$ cat src/rtl/rfd_pkg.sv
package rfd_pkg;

  localparam logic [7:0] HEADER_BYTE = 8'hBB;
  localparam logic [15:0] TIMEOUT_RESET = 16'd20;
  localparam logic [15:0] TICKS_MAX = 16'hFFFF;

  typedef enum logic {
    OP_BYTE = 1'b0,
    OP_TICK = 1'b1
  } op_t;

  typedef enum logic [1:0] {
    EV_PAYLOAD = 2'd0,
    EV_GOOD    = 2'd1,
    EV_BAD     = 2'd2,
    EV_TIMEOUT = 2'd3
  } ev_t;

  typedef enum logic [6:0] {
    PH_HUNT    = 7'b0000001,
    PH_TYPE    = 7'b0000010,
    PH_CMD     = 7'b0000100,
    PH_LEN_HI  = 7'b0001000,
    PH_LEN_LO  = 7'b0010000,
    PH_PAYLOAD = 7'b0100000,
    PH_CHECK   = 7'b1000000
  } phase_t;

  typedef struct packed {
    op_t        opcode;
    logic [7:0] rx_byte;
  } item_t;

  typedef struct packed {
    ev_t         event_res;
    logic [7:0]  frame_type;
    logic [7:0]  frame_command;
    logic [15:0] payload_length;
    logic [15:0] payload_index;
    logic [7:0]  payload_byte;
  } res_t;

  typedef struct packed {
    logic room;
  } out_ctl_t;

endpackage

$ cat src/rtl/rfd_if.sv
interface rfd_in_if;
  logic       valid;
  logic       ready;
  logic       opcode;
  logic [7:0] rx_byte;
  modport source (output valid, opcode, rx_byte, input ready);
  modport sink (input valid, opcode, rx_byte, output ready);
endinterface

interface rfd_out_if;
  logic        valid;
  logic        ready;
  logic [1:0]  event_res;
  logic [7:0]  frame_type;
  logic [7:0]  frame_command;
  logic [15:0] payload_length;
  logic [15:0] payload_index;
  logic [7:0]  payload_byte;
  modport source (output valid, event_res, frame_type, frame_command, payload_length,
                  payload_index, payload_byte, input ready);
  modport sink (input valid, event_res, frame_type, frame_command, payload_length,
                payload_index, payload_byte, output ready);
endinterface

interface rfd_cfg_if;
  logic        valid;
  logic        ready;
  logic [15:0] data;
  modport source (output valid, data, input ready);
  modport sink (input valid, data, output ready);
endinterface

$ cat src/rtl/rfd_in_stage.sv
module rfd_in_stage (
  input  logic           clk,
  input  logic           rst_n,
  rfd_in_if.sink         in_if,
  input  logic           pop,
  output logic           item_valid,
  output rfd_pkg::item_t item
);
  import rfd_pkg::*;

  logic  valid_r;
  logic  valid_nxt;
  item_t item_r;
  logic  take;

  assign in_if.ready = !valid_r || pop;
  assign take = in_if.valid && in_if.ready;
  assign valid_nxt = take ? 1'b1 : (pop ? 1'b0 : valid_r);

  always_ff @(posedge clk) begin
    if (!rst_n) begin
      valid_r <= 1'b0;
    end else begin
      valid_r <= valid_nxt;
    end
  end

  always_ff @(posedge clk) begin
    if (take) begin
      item_r <= item_t'({in_if.opcode, in_if.rx_byte});
    end
  end

  assign item_valid = valid_r;
  assign item = item_r;

  a_take_fills: assert property (@(posedge clk) disable iff (!rst_n)
    take |=> valid_r) else $error("Accepted word was not held.");
  a_pop_needs_word: assert property (@(posedge clk) disable iff (!rst_n)
    pop |-> valid_r) else $error("Word consumed from an empty input register.");
  a_empty_ready: assert property (@(posedge clk) disable iff (!rst_n)
    (!valid_r && !in_if.ready) |-> 1'b0) else $error("Empty input register refused a word.");

endmodule

$ cat src/rtl/rfd_core.sv
module rfd_core (
  input  logic              clk,
  input  logic              rst_n,
  rfd_cfg_if.sink           cfg_if,
  input  logic              item_valid,
  input  rfd_pkg::item_t    item,
  input  rfd_pkg::out_ctl_t out_ctl,
  output logic              pop,
  output logic              res_valid,
  output rfd_pkg::res_t     res
);
  import rfd_pkg::*;

  logic [15:0] timeout_r;
  phase_t      phase_r, phase_nxt;
  logic [7:0]  held_type_r, held_type_nxt;
  logic [7:0]  held_command_r, held_command_nxt;
  logic [15:0] held_length_r, held_length_nxt;
  logic [15:0] bytes_r, bytes_nxt;
  logic [7:0]  sum_r, sum_nxt;
  logic [15:0] elapsed_r, elapsed_nxt;
  logic [7:0]  b;

  assign cfg_if.ready = 1'b1;
  assign pop = item_valid && out_ctl.room;
  assign b = item.rx_byte;

  always_comb begin
    phase_nxt        = phase_r;
    held_type_nxt    = held_type_r;
    held_command_nxt = held_command_r;
    held_length_nxt  = held_length_r;
    bytes_nxt        = bytes_r;
    sum_nxt          = sum_r;
    elapsed_nxt      = elapsed_r;
    res_valid        = 1'b0;
    res.event_res      = EV_PAYLOAD;
    res.frame_type     = held_type_r;
    res.frame_command  = held_command_r;
    res.payload_length = held_length_r;
    res.payload_index  = bytes_r;
    res.payload_byte   = 8'h00;
    if (pop) begin
      if (item.opcode == OP_TICK) begin
        if (phase_r != PH_HUNT) begin
          if (elapsed_r != TICKS_MAX) begin
            elapsed_nxt = elapsed_r + 16'd1;
          end
          if (elapsed_nxt > timeout_r) begin
            phase_nxt     = PH_HUNT;
            res_valid     = 1'b1;
            res.event_res = EV_TIMEOUT;
          end
        end
      end else begin
        unique case (phase_r)
          PH_HUNT: begin
            if (b == HEADER_BYTE) begin
              held_type_nxt    = 8'h00;
              held_command_nxt = 8'h00;
              held_length_nxt  = 16'h0000;
              bytes_nxt        = 16'h0000;
              sum_nxt          = 8'h00;
              elapsed_nxt      = 16'h0000;
              phase_nxt        = PH_TYPE;
            end
          end
          PH_TYPE: begin
            held_type_nxt = b;
            sum_nxt       = sum_r + b;
            phase_nxt     = PH_CMD;
          end
          PH_CMD: begin
            held_command_nxt = b;
            sum_nxt          = sum_r + b;
            phase_nxt        = PH_LEN_HI;
          end
          PH_LEN_HI: begin
            held_length_nxt = {b, 8'h00};
            sum_nxt         = sum_r + b;
            phase_nxt       = PH_LEN_LO;
          end
          PH_LEN_LO: begin
            held_length_nxt = {held_length_r[15:8], b};
            sum_nxt         = sum_r + b;
            bytes_nxt       = 16'h0000;
            phase_nxt       = ({held_length_r[15:8], b} == 16'h0000) ? PH_CHECK : PH_PAYLOAD;
          end
          PH_PAYLOAD: begin
            res_valid        = 1'b1;
            res.event_res    = EV_PAYLOAD;
            res.payload_byte = b;
            sum_nxt          = sum_r + b;
            bytes_nxt        = bytes_r + 16'd1;
            if (bytes_nxt == held_length_r) begin
              phase_nxt = PH_CHECK;
            end
          end
          PH_CHECK: begin
            phase_nxt     = PH_HUNT;
            res_valid     = 1'b1;
            res.event_res = (b == sum_r) ? EV_GOOD : EV_BAD;
          end
          default: begin
            phase_nxt = PH_HUNT;
          end
        endcase
      end
    end
  end

  always_ff @(posedge clk) begin
    if (!rst_n) begin
      timeout_r      <= TIMEOUT_RESET;
      phase_r        <= PH_HUNT;
      held_type_r    <= 8'h00;
      held_command_r <= 8'h00;
      held_length_r  <= 16'h0000;
      bytes_r        <= 16'h0000;
      sum_r          <= 8'h00;
      elapsed_r      <= 16'h0000;
    end else begin
      if (cfg_if.valid && cfg_if.ready) begin
        timeout_r <= cfg_if.data;
      end
      phase_r        <= phase_nxt;
      held_type_r    <= held_type_nxt;
      held_command_r <= held_command_nxt;
      held_length_r  <= held_length_nxt;
      bytes_r        <= bytes_nxt;
      sum_r          <= sum_nxt;
      elapsed_r      <= elapsed_nxt;
    end
  end

  a_hunt_tick_silent: assert property (@(posedge clk) disable iff (!rst_n)
    (pop && item.opcode == OP_TICK && phase_r == PH_HUNT) |-> !res_valid)
    else $error("Tick while hunting produced a word.");
  a_tick_saturates: assert property (@(posedge clk) disable iff (!rst_n)
    (pop && item.opcode == OP_TICK && elapsed_r == TICKS_MAX) |=> elapsed_r == TICKS_MAX)
    else $error("Elapsed tick count wrapped.");
  a_index_in_range: assert property (@(posedge clk) disable iff (!rst_n)
    (res_valid && res.event_res == EV_PAYLOAD) |-> res.payload_index < held_length_r)
    else $error("Payload index beyond declared length.");
  a_result_ends_frame: assert property (@(posedge clk) disable iff (!rst_n)
    (res_valid && res.event_res != EV_PAYLOAD) |=> phase_r == PH_HUNT)
    else $error("Frame end did not return to hunting.");

endmodule

$ cat src/rtl/rfd_out_stage.sv
module rfd_out_stage (
  input  logic              clk,
  input  logic              rst_n,
  input  logic              push,
  input  rfd_pkg::res_t     res,
  output rfd_pkg::out_ctl_t out_ctl,
  rfd_out_if.source         out_if
);
  import rfd_pkg::*;

  logic valid_r;
  logic valid_nxt;
  res_t res_r;
  logic room;

  assign room = !valid_r || out_if.ready;
  assign valid_nxt = push ? 1'b1 : (out_if.ready ? 1'b0 : valid_r);

  always_ff @(posedge clk) begin
    if (!rst_n) begin
      valid_r <= 1'b0;
    end else begin
      valid_r <= valid_nxt;
    end
  end

  always_ff @(posedge clk) begin
    if (push) begin
      res_r <= res;
    end
  end

  assign out_ctl.room = room;

  assign out_if.valid          = valid_r;
  assign out_if.event_res      = res_r.event_res;
  assign out_if.frame_type     = res_r.frame_type;
  assign out_if.frame_command  = res_r.frame_command;
  assign out_if.payload_length = res_r.payload_length;
  assign out_if.payload_index  = res_r.payload_index;
  assign out_if.payload_byte   = res_r.payload_byte;

  a_push_shows: assert property (@(posedge clk) disable iff (!rst_n)
    push |=> valid_r) else $error("Result word was not presented.");
  a_no_overwrite: assert property (@(posedge clk) disable iff (!rst_n)
    push |-> room) else $error("Result word overwritten before it was taken.");
  a_drain: assert property (@(posedge clk) disable iff (!rst_n)
    (valid_r && out_if.ready && !push) |=> !valid_r)
    else $error("Taken result word stayed valid.");

endmodule

$ cat src/rtl/reader_frame_receive_deframer_top.sv
// Path: each accepted word is held in the input register; a word that yields
// an event passes through the frame state logic into the result register,
// which holds it until the receiver takes it. Throughput: one word per cycle
// while the result register has room; an input register and a result register sit on
// either side of the frame state update. Reset (rst_n low, synchronous) returns to
// header hunting, empties both registers and sets the timeout to 20 ticks.
module reader_frame_receive_deframer_top (
  input  logic      clk,
  input  logic      rst_n,
  rfd_in_if.sink    in_if,
  rfd_cfg_if.sink   cfg_if,
  rfd_out_if.source out_if
);
  import rfd_pkg::*;

  logic     item_valid;
  item_t    item;
  logic     pop;
  logic     res_valid;
  res_t     res;
  out_ctl_t out_ctl;

  rfd_in_stage u_in_stage (
    .clk        (clk),
    .rst_n      (rst_n),
    .in_if      (in_if),
    .pop        (pop),
    .item_valid (item_valid),
    .item       (item)
  );

  rfd_core u_core (
    .clk        (clk),
    .rst_n      (rst_n),
    .cfg_if     (cfg_if),
    .item_valid (item_valid),
    .item       (item),
    .out_ctl    (out_ctl),
    .pop        (pop),
    .res_valid  (res_valid),
    .res        (res)
  );

  rfd_out_stage u_out_stage (
    .clk     (clk),
    .rst_n   (rst_n),
    .push    (res_valid),
    .res     (res),
    .out_ctl (out_ctl),
    .out_if  (out_if)
  );

endmodule

$ cat src/flat_wrapper.sv
// flat-port wrapper written by rule: the top's interface ports become plain ports
module reader_frame_receive_deframer_top_flat import rfd_pkg::*;
  (clk, rst_n, in_if_valid, in_if_opcode, in_if_rx_byte, in_if_ready, cfg_if_valid, cfg_if_data, cfg_if_ready, out_if_valid, out_if_event_res, out_if_frame_type, out_if_frame_command, out_if_payload_length, out_if_payload_index, out_if_payload_byte, out_if_ready);
  rfd_in_if in_if_i ();
  rfd_cfg_if cfg_if_i ();
  rfd_out_if out_if_i ();
  input  logic clk;
  input  logic rst_n;
  input wire logic [$bits(in_if_i.valid)-1:0] in_if_valid;
  input wire logic [$bits(in_if_i.opcode)-1:0] in_if_opcode;
  input wire logic [$bits(in_if_i.rx_byte)-1:0] in_if_rx_byte;
  output wire logic [$bits(in_if_i.ready)-1:0] in_if_ready;
  input wire logic [$bits(cfg_if_i.valid)-1:0] cfg_if_valid;
  input wire logic [$bits(cfg_if_i.data)-1:0] cfg_if_data;
  output wire logic [$bits(cfg_if_i.ready)-1:0] cfg_if_ready;
  output wire logic [$bits(out_if_i.valid)-1:0] out_if_valid;
  output wire logic [$bits(out_if_i.event_res)-1:0] out_if_event_res;
  output wire logic [$bits(out_if_i.frame_type)-1:0] out_if_frame_type;
  output wire logic [$bits(out_if_i.frame_command)-1:0] out_if_frame_command;
  output wire logic [$bits(out_if_i.payload_length)-1:0] out_if_payload_length;
  output wire logic [$bits(out_if_i.payload_index)-1:0] out_if_payload_index;
  output wire logic [$bits(out_if_i.payload_byte)-1:0] out_if_payload_byte;
  input wire logic [$bits(out_if_i.ready)-1:0] out_if_ready;
  assign in_if_i.valid = in_if_valid;
  assign in_if_i.opcode = in_if_opcode;
  assign in_if_i.rx_byte = in_if_rx_byte;
  assign in_if_ready = in_if_i.ready;
  assign cfg_if_i.valid = cfg_if_valid;
  assign cfg_if_i.data = cfg_if_data;
  assign cfg_if_ready = cfg_if_i.ready;
  assign out_if_valid = out_if_i.valid;
  assign out_if_event_res = out_if_i.event_res;
  assign out_if_frame_type = out_if_i.frame_type;
  assign out_if_frame_command = out_if_i.frame_command;
  assign out_if_payload_length = out_if_i.payload_length;
  assign out_if_payload_index = out_if_i.payload_index;
  assign out_if_payload_byte = out_if_i.payload_byte;
  assign out_if_i.ready = out_if_ready;
  reader_frame_receive_deframer_top u_core (.clk(clk), .rst_n(rst_n), .in_if(in_if_i), .cfg_if(cfg_if_i), .out_if(out_if_i));
endmodule
$ cat config.mk
export PLATFORM = sky130hd
export DESIGN_NAME = reader_frame_receive_deframer_top_flat
export DESIGN_NICKNAME = d
export VERILOG_FILES = /design/src/rtl/rfd_pkg.sv /design/src/rtl/rfd_if.sv /design/src/rtl/rfd_in_stage.sv /design/src/rtl/rfd_core.sv /design/src/rtl/rfd_out_stage.sv /design/src/rtl/reader_frame_receive_deframer_top.sv /design/src/flat_wrapper.sv
export SDC_FILE = /design/constraint.sdc
export NUM_CORES = 1
export LEC_CHECK = 0
export BUFFER_PORTS_ARGS = -buffer_cell sky130_fd_sc_hd__clkbuf_2
export CORE_AREA = 2 2 137 139
export DETAILED_ROUTE_END_ITERATION = 10
export DIE_AREA = 0 0 139 141
export PLACE_DENSITY = 0.71
export SLEW_MARGIN = 10
export SYNTH_ARGS = -nofsm -noshare
export SYNTH_HDL_FRONTEND = slang
export SYNTH_HIERARCHICAL = 1
export SYNTH_SLANG_ARGS = --single-unit
$ cat constraint.sdc
create_clock -name clk -period 7.9 [get_ports clk]
set_input_delay 1.58 -clock clk [delete_from_list [all_inputs] [get_ports clk]]
set_output_delay 1.58 -clock clk [all_outputs]
set_load 0.01 [all_outputs]
==> metrics <==
Worst Hold End u_core/u_out_stage/out_if.frame_command[6]; post-synth cell types 68; Net Switching 433 uW; sequential area share after synthesis 49.3%; synthesized area 0.00803 mm2; register share of total power 50.2%; worst hold-check path type register to register; synth warn 6; cells after synthesis 799; setup_tns 0 ns; asr flop ratio synth 0%; Final min period 5.12 ns; Syn Area/Cell 10.0 um2; ys flop type dfxtp_1; clk_lat worst skew 0.43 ns; die area 0.0196 mm2; GR Overflow Total 0; VDD IR max 0.000160 V; hold depth 0; # port buffers 89; PwrDens 196 mW/mm2; Final Slew Violations 0; Tot GR Track Use 18.8%; Hold Startpoint u_core/u_core/held_command_r[6]; largest net degree at the start of global routing 103; vias post-DR 6177; vias in the first global route 5634; die extent in x 139 um; area leader, netlist edfxtp_1; element type at the critical path start register; first-pass GRT wire length 29.4 mm; CP endpoint kind register; Core Util, Final 50.5%; Synth Register Bits 164; CP cell instances ha_1 > nand4_1 > or2_2 > nor3_1 > nor2_1 > nand2_1 > xnor2_1 > ha_1 > nand4_1 > a211o_1 > a31oi_1 > o211ai_1 > a21oi_4 > buf_4; final WL 18.4 mm; # IOs 91; Post-synth EDFFs 67; share of the synthesized area in the top cell type 25.1%; Leak 3.46 nW; post-DP HPWL 12.4 mm; RSZ-0062 raised after global routing false; Final Skew 0.0105 ns; slowest cell on the critical path a21oi_4; final setup vio count 0; FF-to-FF path depth 14; Resized cells post-CTS 0; endpoints failing hold 0; share of layout cells above drive strength 1 16.9%; clock root cell clkbuf_16; fmax 195 MHz; Net count, final 927; DR vias/cell 5.53; worst setup margin 2.78 ns; Clock transition at path regs 0.07 ns; DRC 0; Comb pwr share 3.8%; status complete, no violations; Area Growth Syn to Fin 14.9%; initial core utilization 43.9%; # Post-CTS Setup Buffers 0; syn_nets 855; CP Max Fanout 34; Slew @ Worst Pin 0.945 ns; sw frac 24.0%; clk sinks 164; setup slack after placement 2.82 ns; clock tree buffer depth 2; average routed wire per standard cell 16.5 um; Fin Hold WS 0.432 ns; Critical R2R Capture u_core/u_out_stage/out_if.payload_index[3]; Relative slew margins 36.5%; Req. time, crit path 7.97 ns; FF-to-FF setup slack 2.78 ns; Synth area leaders edfxtp_1 25%, dfxtp_1 24%, ha_1 3.9%, nand2_1 3.5%, mux2i_1 3.5%; Final Cycle Share 64.8%; Int Power 1.37 mW; Crit Reg-Reg Startpoint u_core/u_core/elapsed_r[0]; largest stage delay on the critical path 0.77 ns; DRT iter0 DRCs 525; TritonRoute pass-1 iters 5; Die Height 141 um; total of max-cap violations 0; htree depth 4; Arr. time, crit path 5.19 ns; Clk pwr share 46.0%; core region area 0.0183 mm2; Rows 50; antenna viol nets, final 0; cts bufs inserted 17; Antenna diodes 0; Final GP Congestion 0.849; TritonCTS clock tree built; Post-synth top cells 97 x dfxtp_1, 75 x nand2_1, 67 x edfxtp_1, 51 x nand3_1, 37 x nor2b_1; top-count cell post-synth dfxtp_1; CP Class register to register; initial antenna violation count 1; # hold bufs at CTS 0
logic make-up (layout without fill, tap and decap cells):
family                     Yosys count  count (layout)  share of synthesized area (%)
AOI/OAI and AO/OA                  158             158                           13.6
xor gates and xnor gates            36              36                           3.93
adders and majority gates           26              26                           4.15
buffers and inverters               68             153                           3.57
DFF                                164             164                           49.3
muxes                               34              34                           4.33
other                                1               1                         0.0467
and+or+nand+nor                    312             312                           21.1
power by group through the flow:
stage	Sequential, mW	Clock [mW]	Combinational (mW)
after global routing	0.906	0.882	0.0771
final	0.905	0.829	0.0693
after global placement	0.924	0	0.0686
after CTS	0.905	0.850	0.0696
after detailed placement	0.924	0	0.0692
after floorplan	0.918	0	0.0465
registers in the layout (all words and copies together), names as in the netlist:
register                                  cells
u_core/u_core/bytes_r                        16
u_core/u_core/elapsed_r                      16
u_core/u_core/held_command_r                  8
u_core/u_core/held_length_r                  16
u_core/u_core/held_type_r                     8
u_core/u_core/phase_r                         7
u_core/u_core/sum_r                           8
u_core/u_core/timeout_r                      16
u_core/u_in_stage/item                        9
u_core/u_in_stage/item_valid                  1
u_core/u_out_stage/out_if.event_res           2
u_core/u_out_stage/out_if.frame_command       8
u_core/u_out_stage/out_if.frame_type          8
u_core/u_out_stage/out_if.payload_byte        8
u_core/u_out_stage/out_if.payload_index      16
u_core/u_out_stage/out_if.payload_length     16
u_core/u_out_stage/out_if.valid               1
placed cells by master (no fill, tap or decap), types with 26 or more instances in the layout:
cell / n
dfxtp_1: 97
inv_1: 26
o21ai_0: 35
nor2_1: 32
a21boi_0: 30
clkbuf_2: 89
nand3_1: 51
edfxtp_1: 67
mux2i_1: 28
nand2_1: 75
nor2b_1: 37
worst max-delay path by stage:
stage,startpoint,to,cells after the start
floorplan,u_core/u_core/elapsed_r[0],u_core/u_out_stage/out_if.event_res[0],12
global placement,u_core/u_core/elapsed_r[0],u_core/u_out_stage/out_if.payload_index[15],14
detailed placement,u_core/u_core/elapsed_r[0],u_core/u_out_stage/out_if.payload_index[6],14
CTS,u_core/u_core/elapsed_r[0],u_core/u_out_stage/out_if.payload_index[3],14
global route,u_core/u_core/elapsed_r[0],u_core/u_out_stage/out_if.payload_index[5],14
finish,u_core/u_core/elapsed_r[0],u_core/u_out_stage/out_if.payload_index[3],14
through the flow:
step / power, mW / instances / instance area [um2]
global route: 1.87 / 1118 / 9220
global placement: 0.992 / 1086 / 8630
finish: 1.80 / 1118 / 9220
detailed placement: 0.993 / 1086 / 8630
floorplan: 0.965 / 799 / 8030
CTS: 1.82 / 1118 / 9220
layer usage:
metal	wire length, um	track usage [%]	share of wire [%]	vias up
li1	-	-	-	3037
met1	8570	25.6	46	2948
met2	8720	30.3	47	174
met3	931	3.97	5.1	18
met4	202	5.58	1.1	0
met5	0	0	0	-
worst max-delay path, delay by kind of cell (launching register included):
family	cells	cell delay, ns
xor+xnor	1	0.09
fa+ha+maj	2	0.60
compound gates	4	1.54
buf+inv	1	0.54
simple gates	6	1.56
flops	1	0.42
layout make-up:
class / instances / area [um2]
Fill cell: 1674 / 9050
Tap cell: 234 / 293
Timing Repair Buffer: 95 / 490
Inverter: 26 / 97.6
Clock buffer: 17 / 425
Clock inverter: 15 / 163
Multi-Input combinational cell: 567 / 3800
Sequential cell: 164 / 3950
(Power assumes the default switching activity.)
